--- src/hw/rtl/clsr_pkg.sv ---
// Package for the combined LCG shuffle generator: widths, generator constants,
// sequencer state type and the request/result structs of the shared mulmod unit.
// No dependencies.
`timescale 1ns / 1ps

package clsr_pkg;

    // Payload widths
    localparam int VALUE_W = 31;
    localparam int MUL_W   = 16;
    localparam int FOLD_W  = 8;
    localparam int PROD_W  = VALUE_W + MUL_W;

    // Shuffle table geometry
    localparam int TABLE_SIZE  = 64;
    localparam int TBL_IDX_W   = $clog2(TABLE_SIZE);
    localparam int SLOT_PROD_W = VALUE_W + TBL_IDX_W + 1;
    localparam int SLOT_Q_W    = TBL_IDX_W + 2;

    // Generator constants; each modulus is 2^31 minus the fold constant
    localparam logic [MUL_W-1:0]   MUL_ONE  = 16'd40014;
    localparam logic [MUL_W-1:0]   MUL_TWO  = 16'd40692;
    localparam logic [VALUE_W-1:0] MOD_ONE  = 31'd2147483563;
    localparam logic [VALUE_W-1:0] MOD_TWO  = 31'd2147483399;
    localparam logic [FOLD_W-1:0]  FOLD_ONE = 8'd85;
    localparam logic [FOLD_W-1:0]  FOLD_TWO = 8'd249;

    localparam logic [VALUE_W-1:0] SEED_RESET = 31'd42;

    // Which generator an operation belongs to
    typedef enum logic {
        GEN_ONE,
        GEN_TWO
    } gen_sel_t;

    // Sequencer states
    typedef enum logic [3:0] {
        ST_IDLE,
        ST_ISSUE_ONE,
        ST_ISSUE_TWO,
        ST_WAIT,
        ST_DIFF,
        ST_FILL_WR,
        ST_SLOT,
        ST_READ,
        ST_TAKE,
        ST_DONE
    } state_t;

    // Operation issued to the mulmod unit
    typedef struct packed {
        logic                valid;
        gen_sel_t            sel;
        logic [VALUE_W-1:0]  x;
    } mm_req_t;

    // Result returned by the mulmod unit
    typedef struct packed {
        logic                valid;
        gen_sel_t            sel;
        logic [VALUE_W-1:0]  value;
    } mm_rsp_t;

endpackage

--- src/hw/rtl/clsr_if.sv ---
// Handshake channels of the generator: request channel in, value channel out.
// Depends on clsr_pkg for the value width.
`timescale 1ns / 1ps

interface rng_req_if;
    logic valid;
    logic ready;
    logic request;

    modport source (output valid, output request, input ready);
    modport sink   (input valid, input request, output ready);
endinterface

interface rng_val_if;
    logic                         valid;
    logic                         ready;
    logic [clsr_pkg::VALUE_W-1:0] value;

    modport source (output valid, output value, input ready);
    modport sink   (input valid, input value, output ready);
endinterface

--- src/hw/rtl/clsr_ram.sv ---
// Generic simple dual-port RAM: one write port, one read port, registered read.
// No dependencies.
`timescale 1ns / 1ps

module clsr_ram #(
    parameter int WIDTH = 31,
    parameter int DEPTH = 64
) (
    input  logic                     clk,
    input  logic                     we,
    input  logic [$clog2(DEPTH)-1:0] waddr,
    input  logic [WIDTH-1:0]         wdata,
    input  logic                     re,
    input  logic [$clog2(DEPTH)-1:0] raddr,
    output logic [WIDTH-1:0]         rdata
);

    logic [WIDTH-1:0] mem [DEPTH];

    // Write port
    always_ff @(posedge clk)
    begin
        if (we)
        begin
            mem[waddr] <= wdata;
        end
    end

    // Registered read port
    always_ff @(posedge clk)
    begin
        if (re)
        begin
            rdata <= mem[raddr];
        end
    end

endmodule

--- src/hw/rtl/clsr_mulmod.sv ---
// Shared modular multiply unit: x * a mod (2^31 - c) for either generator,
// three stages (multiply, first fold, second fold with final subtract). Uses clsr_pkg.
`timescale 1ns / 1ps

module clsr_mulmod (
    input  logic              clk,
    input  logic              rst_n,
    input  clsr_pkg::mm_req_t req,
    output clsr_pkg::mm_rsp_t rsp
);
    import clsr_pkg::*;

    logic              s1_valid_reg;
    gen_sel_t          s1_sel_reg;
    logic [PROD_W-1:0] s1_prod_reg;
    logic              s2_valid_reg;
    gen_sel_t          s2_sel_reg;
    logic [31:0]       s2_fold_reg;

    logic [MUL_W-1:0]   mul;
    logic [FOLD_W-1:0]  c1;
    logic [FOLD_W-1:0]  c2;
    logic [VALUE_W-1:0] m2;
    logic [31:0]        fold1;
    logic [31:0]        fold2;
    logic [31:0]        reduced;

    // Multiplier constant for the issued generator
    assign mul = (req.sel == GEN_ONE) ? MUL_ONE : MUL_TWO;

    // First fold: hi * 2^31 is congruent to hi * c
    assign c1    = (s1_sel_reg == GEN_ONE) ? FOLD_ONE : FOLD_TWO;
    assign fold1 = 32'(s1_prod_reg[VALUE_W-1:0])
                 + 32'(s1_prod_reg[PROD_W-1:VALUE_W]) * 32'(c1);

    // Second fold leaves a value below 2m; one conditional subtract finishes
    assign c2      = (s2_sel_reg == GEN_ONE) ? FOLD_ONE : FOLD_TWO;
    assign m2      = (s2_sel_reg == GEN_ONE) ? MOD_ONE : MOD_TWO;
    assign fold2   = 32'(s2_fold_reg[VALUE_W-1:0])
                   + (s2_fold_reg[31] ? 32'(c2) : 32'd0);
    assign reduced = (fold2 >= 32'(m2)) ? (fold2 - 32'(m2)) : fold2;

    assign rsp.valid = s2_valid_reg;
    assign rsp.sel   = s2_sel_reg;
    assign rsp.value = reduced[VALUE_W-1:0];

    // Stage valids
    always_ff @(posedge clk or negedge rst_n)
    begin
        if (!rst_n)
        begin
            s1_valid_reg <= 1'b0;
            s2_valid_reg <= 1'b0;
        end
        else
        begin
            s1_valid_reg <= req.valid;
            s2_valid_reg <= s1_valid_reg;
        end
    end

    // Stage payload
    always_ff @(posedge clk)
    begin
        s1_sel_reg  <= req.sel;
        s1_prod_reg <= PROD_W'(req.x) * PROD_W'(mul);
        s2_sel_reg  <= s1_sel_reg;
        s2_fold_reg <= fold1;
    end

endmodule

--- src/hw/rtl/combined_lcg_shuffle_rng_core.sv ---
// Top level of the combined LCG shuffle generator: sequencer, generator state,
// slot computation and output register. Uses clsr_pkg, the channel interfaces,
// clsr_mulmod and clsr_ram.
`timescale 1ns / 1ps

// Each accepted request with request=1 returns one value, the numerator of a
// uniform fraction over 2147483563. A normal request runs through the states
// ISSUE_ONE, ISSUE_TWO, WAIT, DIFF, SLOT, READ, TAKE and DONE, which loads the
// value once the output register is free and only then takes the next request:
// both generators go one after the other through a single three-stage modular
// multiplier, then the difference, the table slot and one read-modify-write of
// the 64-entry shuffle RAM follow. The first request after reset or after a
// seed write also fills the table: 64 rounds of two multiplier passes plus the
// difference and the RAM write. A request with request=0 is taken in IDLE and
// gives no value. The next request is taken while a value still waits at the
// output. Write the seed only while the block is idle.
module combined_lcg_shuffle_rng_core (
    input  logic                         clk,
    input  logic                         rst_n,
    input  logic                         cfg_we,
    input  logic [clsr_pkg::VALUE_W-1:0] cfg_wdata,
    rng_req_if.sink                      req,
    rng_val_if.source                    rsp
);
    import clsr_pkg::*;

    state_t state_reg;
    state_t state_next;

    logic [VALUE_W-1:0]     seed_reg;
    logic                   need_fill_reg;
    logic                   fill_reg;
    logic [TBL_IDX_W-1:0]   fill_idx_reg;
    logic [VALUE_W-1:0]     gen_one_reg;
    logic [VALUE_W-1:0]     gen_two_reg;
    logic [VALUE_W-1:0]     prev_reg;
    logic [VALUE_W-1:0]     diff_reg;
    logic [SLOT_PROD_W-1:0] slot_prod_reg;
    logic [TBL_IDX_W-1:0]   slot_reg;
    logic [VALUE_W-1:0]     result_reg;
    logic                   out_valid_reg;
    logic [VALUE_W-1:0]     out_value_reg;

    mm_req_t                mm_req;
    mm_rsp_t                mm_rsp;

    logic                   accept;
    logic                   out_load;
    logic                   fill_last;
    logic                   ram_we;
    logic [TBL_IDX_W-1:0]   ram_waddr;
    logic                   ram_re;
    logic [VALUE_W-1:0]     ram_rdata;

    logic [31:0]            diff_raw;
    logic [31:0]            diff_wrap;
    logic [TBL_IDX_W:0]     slot_q0;
    logic [31:0]            slot_sum;
    logic [SLOT_Q_W-1:0]    slot_q;
    logic [TBL_IDX_W-1:0]   slot_val;

    // Shared modular multiplier
    clsr_mulmod u_mulmod (
        .clk   (clk),
        .rst_n (rst_n),
        .req   (mm_req),
        .rsp   (mm_rsp)
    );

    // Shuffle table
    clsr_ram #(
        .WIDTH (VALUE_W),
        .DEPTH (TABLE_SIZE)
    ) u_table (
        .clk   (clk),
        .we    (ram_we),
        .waddr (ram_waddr),
        .wdata (diff_reg),
        .re    (ram_re),
        .raddr (slot_reg),
        .rdata (ram_rdata)
    );

    // Combined difference, wrapped into [0, MOD_ONE)
    assign diff_raw  = 32'(gen_one_reg) - 32'(gen_two_reg);
    assign diff_wrap = (gen_one_reg >= gen_two_reg) ? diff_raw
                                                    : diff_raw + 32'(MOD_ONE);

    // Slot = floor(TABLE_SIZE * prev / MOD_ONE) with one correction step
    assign slot_q0  = slot_prod_reg[SLOT_PROD_W-1:VALUE_W];
    assign slot_sum = 32'(slot_prod_reg[VALUE_W-1:0]) + 32'(slot_q0) * 32'(FOLD_ONE);
    assign slot_q   = SLOT_Q_W'(slot_q0)
                    + SLOT_Q_W'(slot_sum >= 32'(MOD_ONE));
    assign slot_val = (slot_q > SLOT_Q_W'(TABLE_SIZE - 1)) ? TBL_IDX_W'(TABLE_SIZE - 1)
                                                           : slot_q[TBL_IDX_W-1:0];

    assign fill_last = (fill_idx_reg == TBL_IDX_W'(TABLE_SIZE - 1));
    assign accept    = req.valid && req.ready;

    assign rsp.valid = out_valid_reg;
    assign rsp.value = out_value_reg;

    // Next state
    always_comb
    begin
        state_next = state_reg;
        case (state_reg)
            ST_IDLE:
            begin
                if (req.valid && req.request)
                begin
                    state_next = ST_ISSUE_ONE;
                end
            end
            ST_ISSUE_ONE: state_next = ST_ISSUE_TWO;
            ST_ISSUE_TWO: state_next = ST_WAIT;
            ST_WAIT:
            begin
                if (mm_rsp.valid && (mm_rsp.sel == GEN_TWO))
                begin
                    state_next = ST_DIFF;
                end
            end
            ST_DIFF:      state_next = fill_reg ? ST_FILL_WR : ST_SLOT;
            ST_FILL_WR:   state_next = ST_ISSUE_ONE;
            ST_SLOT:      state_next = ST_READ;
            ST_READ:      state_next = ST_TAKE;
            ST_TAKE:      state_next = ST_DONE;
            ST_DONE:
            begin
                if (!out_valid_reg || rsp.ready)
                begin
                    state_next = ST_IDLE;
                end
            end
            default:      state_next = ST_IDLE;
        endcase
    end

    // Sequencer outputs
    always_comb
    begin
        req.ready  = 1'b0;
        mm_req     = '0;
        ram_we     = 1'b0;
        ram_waddr  = slot_reg;
        ram_re     = 1'b0;
        out_load   = 1'b0;
        case (state_reg)
            ST_IDLE:
            begin
                req.ready = 1'b1;
            end
            ST_ISSUE_ONE:
            begin
                mm_req.valid = 1'b1;
                mm_req.sel   = GEN_ONE;
                mm_req.x     = gen_one_reg;
            end
            ST_ISSUE_TWO:
            begin
                mm_req.valid = 1'b1;
                mm_req.sel   = GEN_TWO;
                mm_req.x     = gen_two_reg;
            end
            ST_FILL_WR:
            begin
                ram_we    = 1'b1;
                ram_waddr = fill_idx_reg;
            end
            ST_READ:
            begin
                ram_re = 1'b1;
            end
            ST_TAKE:
            begin
                ram_we = 1'b1;
            end
            ST_DONE:
            begin
                out_load = !out_valid_reg || rsp.ready;
            end
            default:
            begin
                req.ready = 1'b0;
            end
        endcase
    end

    // State register
    always_ff @(posedge clk or negedge rst_n)
    begin
        if (!rst_n)
        begin
            state_reg <= ST_IDLE;
        end
        else
        begin
            state_reg <= state_next;
        end
    end

    // Generator state, fill control, seed and output register
    always_ff @(posedge clk or negedge rst_n)
    begin
        if (!rst_n)
        begin
            seed_reg      <= SEED_RESET;
            need_fill_reg <= 1'b1;
            fill_reg      <= 1'b0;
            fill_idx_reg  <= '0;
            gen_one_reg   <= '0;
            gen_two_reg   <= '0;
            prev_reg      <= '0;
            out_valid_reg <= 1'b0;
        end
        else
        begin
            // Seed both generators at the start of a refill
            if (accept && req.request && need_fill_reg)
            begin
                gen_one_reg  <= seed_reg;
                gen_two_reg  <= seed_reg;
                fill_reg     <= 1'b1;
                fill_idx_reg <= '0;
            end

            // Multiplier results update the generators
            if (mm_rsp.valid)
            begin
                if (mm_rsp.sel == GEN_ONE)
                begin
                    gen_one_reg <= mm_rsp.value;
                end
                else
                begin
                    gen_two_reg <= mm_rsp.value;
                end
            end

            // Table fill progress
            if (state_reg == ST_FILL_WR)
            begin
                fill_idx_reg <= fill_idx_reg + TBL_IDX_W'(1);
                if (fill_last)
                begin
                    fill_reg      <= 1'b0;
                    need_fill_reg <= 1'b0;
                    prev_reg      <= '0;
                end
            end

            if (state_reg == ST_TAKE)
            begin
                prev_reg <= ram_rdata;
            end

            // Output register
            if (out_load)
            begin
                out_valid_reg <= 1'b1;
            end
            else if (rsp.ready)
            begin
                out_valid_reg <= 1'b0;
            end

            // Seed write forces a refill
            if (cfg_we)
            begin
                seed_reg      <= cfg_wdata;
                need_fill_reg <= 1'b1;
            end
        end
    end

    // Datapath payload registers
    always_ff @(posedge clk)
    begin
        if (state_reg == ST_DIFF)
        begin
            diff_reg      <= diff_wrap[VALUE_W-1:0];
            slot_prod_reg <= SLOT_PROD_W'(prev_reg) * SLOT_PROD_W'(TABLE_SIZE);
        end
        if (state_reg == ST_SLOT)
        begin
            slot_reg <= slot_val;
        end
        if (state_reg == ST_TAKE)
        begin
            result_reg <= ram_rdata;
        end
        if (out_load)
        begin
            out_value_reg <= result_reg;
        end
    end

endmodule
--- src/flat_wrapper.sv ---
// flat-port wrapper written by rule: the top's interface ports become plain ports
module combined_lcg_shuffle_rng_core_flat import clsr_pkg::*;
  (clk, rst_n, cfg_we, cfg_wdata, req_valid, req_request, req_ready, rsp_valid, rsp_value, rsp_ready);
  rng_req_if req_i ();
  rng_val_if rsp_i ();
  input  logic clk;
  input  logic rst_n;
  input  logic cfg_we;
  input  logic [clsr_pkg::VALUE_W-1:0] cfg_wdata;
  input wire logic [$bits(req_i.valid)-1:0] req_valid;
  input wire logic [$bits(req_i.request)-1:0] req_request;
  output wire logic [$bits(req_i.ready)-1:0] req_ready;
  output wire logic [$bits(rsp_i.valid)-1:0] rsp_valid;
  output wire logic [$bits(rsp_i.value)-1:0] rsp_value;
  input wire logic [$bits(rsp_i.ready)-1:0] rsp_ready;
  assign req_i.valid = req_valid;
  assign req_i.request = req_request;
  assign req_ready = req_i.ready;
  assign rsp_valid = rsp_i.valid;
  assign rsp_value = rsp_i.value;
  assign rsp_i.ready = rsp_ready;
  combined_lcg_shuffle_rng_core u_core (.clk(clk), .rst_n(rst_n), .cfg_we(cfg_we), .cfg_wdata(cfg_wdata), .req(req_i), .rsp(rsp_i));
endmodule
--- config.mk ---
export PLATFORM = sky130hd
export DESIGN_NAME = combined_lcg_shuffle_rng_core_flat
export DESIGN_NICKNAME = d
export VERILOG_FILES = /design/src/hw/rtl/clsr_pkg.sv /design/src/hw/rtl/clsr_if.sv /design/src/hw/rtl/clsr_ram.sv /design/src/hw/rtl/clsr_mulmod.sv /design/src/hw/rtl/combined_lcg_shuffle_rng_core.sv /design/src/flat_wrapper.sv
export SDC_FILE = /design/constraint.sdc
export NUM_CORES = 2
export LEC_CHECK = 0
export BUFFER_PORTS_ARGS = -buffer_cell sky130_fd_sc_hd__buf_2
export CAP_MARGIN = 40
export CORE_ASPECT_RATIO = 0.9
export CORE_UTILIZATION = 30
export DETAILED_ROUTE_END_ITERATION = 10
export PLACE_DENSITY = 0.5
export SYNTH_ARGS = -nofsm -noshare
export SYNTH_HDL_FRONTEND = slang
export SYNTH_SLANG_ARGS = --single-unit
--- constraint.sdc ---
create_clock -name clk -period 12.35 [get_ports clk]
set_clock_uncertainty 0.2 [all_clocks]
set_input_delay 1.8525 -clock clk [delete_from_list [all_inputs] [get_ports clk]]
set_output_delay 1.8525 -clock clk [all_outputs]
set_load 0.1 [all_outputs]
==> results.json <==
{
  "first_pass_grt_wire_length_um": 447000,
  "clockBufferDepth": 4,
  "finalHoldViolations": 0,
  "fmaxAchievable_mhz": 118,
  "path_class": "flop to flop",
  "area_delta_synth_final_pct": 14.6,
  "wl_per_cell_um": 27.4,
  "detailedRoute.firstIterationViolations": 5879,
  "largest_register_ff_count": 1984,
  "place_worst_setup_slack_ns": 3.83,
  "postSynth.asyncResetShare_pct": 5.88,
  "hp-class": "flop to flop",
  "ys_seq_elements": 2364,
  "final_net_count": 7239,
  "cp-end-kind": "flop",
  "crit_path_start": "u_core.state_reg[1]",
  "synthDistinctLibCells": 94,
  "setup_tns_ns": 0,
  "htreeDepth": 5,
  "library_cell_with_the_largest_summed_area_after_synthesis": "sky130_fd_sc_hd__edfxtp_1",
  "synth_cells": 6240,
  "route.antenna.remaining_nets": 0,
  "cts_tree": "done",
  "r2r.worst_path.cells": 28,
  "core_area_um2": 361000,
  "grt_max_degree": 133,
  "final_min_period_over_clock_period_pct": 68.8,
  "share_clk_of_total_power_pct": 41.1,
  "final_util_pct": 34.6,
  "worst_path_largest_cell_delay_ns": 0.61,
  "antenna_found_initial": 24,
  "cts_root_buffer": "sky130_fd_sc_hd__clkbuf_16",
  "detail_route.drc_violations": 0,
  "setup_viol": 0,
  "numCtsBuffers": 268,
  "worst_setup_path_endpoint": "u_core.u_mulmod.s1_prod_reg[43]",
  "rows": 209,
  "grt_util_all_layers_pct": 17.0,
  "max-slew-margin-rel_pct": 15.6,
  "p_int_mw": 14.2,
  "power.share.combinational_pct": 10.8,
  "cap_viol_max_count": 0,
  "dr_total_vias": 57500,
  "synth_area_leaders": "sky130_fd_sc_hd__edfxtp_1, sky130_fd_sc_hd__mux4_2, sky130_fd_sc_hd__fa_1, sky130_fd_sc_hd__ha_1, sky130_fd_sc_hd__dfrtp_1",
  "r2r_slack_ns": 3.85,
  "rd_place_congestion": 0.853,
  "ys_seq_area_share_pct": 63.9,
  "first_global_vias": 59600,
  "whs_path_depth": 0,
  "holdCritStartpoint": "u_core.u_mulmod.s1_valid_reg",
  "grt_setup_unrepaired": "false",
  "clkLatencyLatePin_ns": 0.91,
  "fp.dieArea_um2": 365000,
  "initial_core_util_pct": 30.2,
  "finalWirelength_um": 314000,
  "postSynth.topFlopCell": "sky130_fd_sc_hd__edfxtp_1",
  "tightestPinTransition_ns": 1.27,
  "synth-warning-count": 0,
  "seq_area_um2": 69500,
  "startpoint_type": "flop",
  "post_synth_instance_area_um2": 109000,
  "fillers": 34000,
  "fin_ws_ns": 3.85,
  "period_needed_ns": 8.50,
  "irDropWorstVdd_mv": 0.119,
  "cellLeakagePower_nw": 44.5,
  "p_total_mw": 18.9,
  "place_hpwl_um": 194000,
  "clkTransAtPathRegs_ns": 0.06,
  "via_per_inst": 5.02,
  "p_sw_mw": 4.77,
  "crit_path_max_fanout": 32,
  "multi_input_comb_area_um2": 36400,
  "netlist.area_leader.share_pct": 59.2,
  "clock_sink_count": 2364,
  "power.sequential.fraction_pct": 48.0,
  "gr-total-overflow": 0,
  "power-per-cell-area_nw_per_um2": 152,
  "critical_path_arrival_ns": 9.00,
  "rr_startpoint": "u_core.state_reg[1]",
  "crit_required_ns": 12.86,
  "worst_path_max_delay_cell": "sky130_fd_sc_hd__dfrtp_1",
  "post_route_cells_drive_above_1_share_pct": 21.1,
  "first_pass_iters": 7,
  "synth.net_count": 6975,
  "hold_buf_count_cts": 0,
  "synth_enable_flop_cells": 2145,
  "buffer_count_from_post_cts_setup_fixing": 0,
  "mean_post_synth_cell_area_um2": 17.4,
  "num_io_pins": 70,
  "critical_path.reg2reg.endpoint": "u_core.u_mulmod.s1_prod_reg[43]",
  "run_status": "finished clean",
  "port_buffers": 69,
  "switching_share_pct": 25.2,
  "timing_max_transition_violations_final": 0,
  "cts_resized": 0,
  "die_width_um": 637,
  "die_h_um": 573
}
## worst min-delay path by stage
stage | slack, ns | endpoint
2_1_floorplan | 0.13 | u_core.u_mulmod.s2_valid_reg
3_3_place_gp | 0.14 | u_core.u_mulmod.s2_valid_reg
3_5_place_dp | 0.14 | u_core.u_mulmod.s2_valid_reg
4_1_cts | 0.17 | u_core.u_mulmod.s2_valid_reg
5_1_grt | 0.18 | u_core.u_mulmod.s2_valid_reg
6_report | 0.17 | u_core.u_mulmod.s2_valid_reg
## power groups by stage
stage	sequential [mW]	clock (mW)	combinational [mW]
after floorplan	9.10	0	1.54
after global placement	9.27	0	2.00
after detailed placement	9.27	0	2.01
after CTS	9.10	7.96	2.04
after global routing	9.10	8.25	2.28
final	9.09	7.78	2.05
## layer usage
| metal | track usage [%] | part of all wire [%] |
|---|---|---|
| met4 | 4.23 | 2.5 |
| met3 | 2.24 | 5.5 |
| met1 | 23.9 | 44 |
| met5 | 0 | 0.015 |
| met2 | 28.0 | 48 |
## synthesized netlist by cell type (59+ instances only)
master	number
sky130_fd_sc_hd__nand3_1	65
sky130_fd_sc_hd__edfxtp_1	2145
sky130_fd_sc_hd__xor2_1	59
sky130_fd_sc_hd__clkbuf_1	168
sky130_fd_sc_hd__ha_1	319
sky130_fd_sc_hd__inv_1	681
sky130_fd_sc_hd__fa_1	379
sky130_fd_sc_hd__dfxtp_1	80
sky130_fd_sc_hd__a21oi_1	174
sky130_fd_sc_hd__nor2_1	161
sky130_fd_sc_hd__dfrtp_1	135
sky130_fd_sc_hd__and2_1	86
sky130_fd_sc_hd__nand2_1	288
sky130_fd_sc_hd__xnor2_1	94
sky130_fd_sc_hd__mux4_2	651
sky130_fd_sc_hd__o21ai_0	126
## critical path: cells and delay by family, from the launching register on
family / cells / cell delay (ns)
xor gates and xnor gates: 1 / 0.16
and+or+nand+nor: 6 / 1.64
AOI/OAI and AO/OA: 7 / 1.72
buffers and inverters: 7 / 0.57
adders and majority gates: 7 / 3.41
DFF: 1 / 0.61
## per-stage QoR
stage / area [um^2] / hold WS, ns / cells
after detailed placement: 116000 / 0.136 / 11000
after CTS: 125000 / 0.172 / 11500
after floorplan: 109000 / 0.131 / 6240
after global routing: 125000 / 0.178 / 11500
after global placement: 116000 / 0.138 / 11000
final: 125000 / 0.172 / 11500
## layout make-up
type                            count  area share, %
Antenna cell                        8         0.0161
Clock buffer                      344           5.76
Clock inverter                    130           1.02
Inverter                          681           2.05
Multi-Input combinational cell   2963           29.2
Sequential cell                  2364           55.7
Tap cell                         4747           4.76
Timing Repair Buffer              226           1.49
## cell families (layout without fill, tap and decap cells)
group	after synthesis	in the layout	synth area share, %
other	1	9	0.00345
flip-flops	2364	2364	63.9
AND/OR/NAND/NOR	881	881	4.03
XOR/XNOR	153	153	1.23
buffers and inverters	913	1381	3.16
AO/OA/AOI/OAI	534	534	3.13
multiplexers	696	696	13.9
adder cells (fa/ha/maj)	698	698	10.6
## layout by cell type (no fill, tap or decap), drive strengths merged, types with 19 or more instances in the layout
cell type / synthesis / layout
a211oi: 30 / 30
a21o: 58 / 58
a21oi: 174 / 174
a31oi: 24 / 24
and2: 87 / 87
and3: 58 / 58
buf: 64 / 226
bufinv: 0 / 19
clkbuf: 168 / 344
clkinv: 0 / 86
dfrtp: 135 / 135
dfxtp: 80 / 80
edfxtp: 2145 / 2145
fa: 379 / 379
ha: 319 / 319
inv: 681 / 701
mux2: 33 / 33
mux4: 651 / 651
nand2: 288 / 288
nand2b: 30 / 30
nand3: 66 / 66
nand4: 30 / 30
nor2: 162 / 162
nor2b: 35 / 35
nor3: 35 / 35
o21ai: 130 / 130
or2: 24 / 24
xnor2: 94 / 94
xor2: 59 / 59
Note: power is estimated with default switching activity, not from simulation.
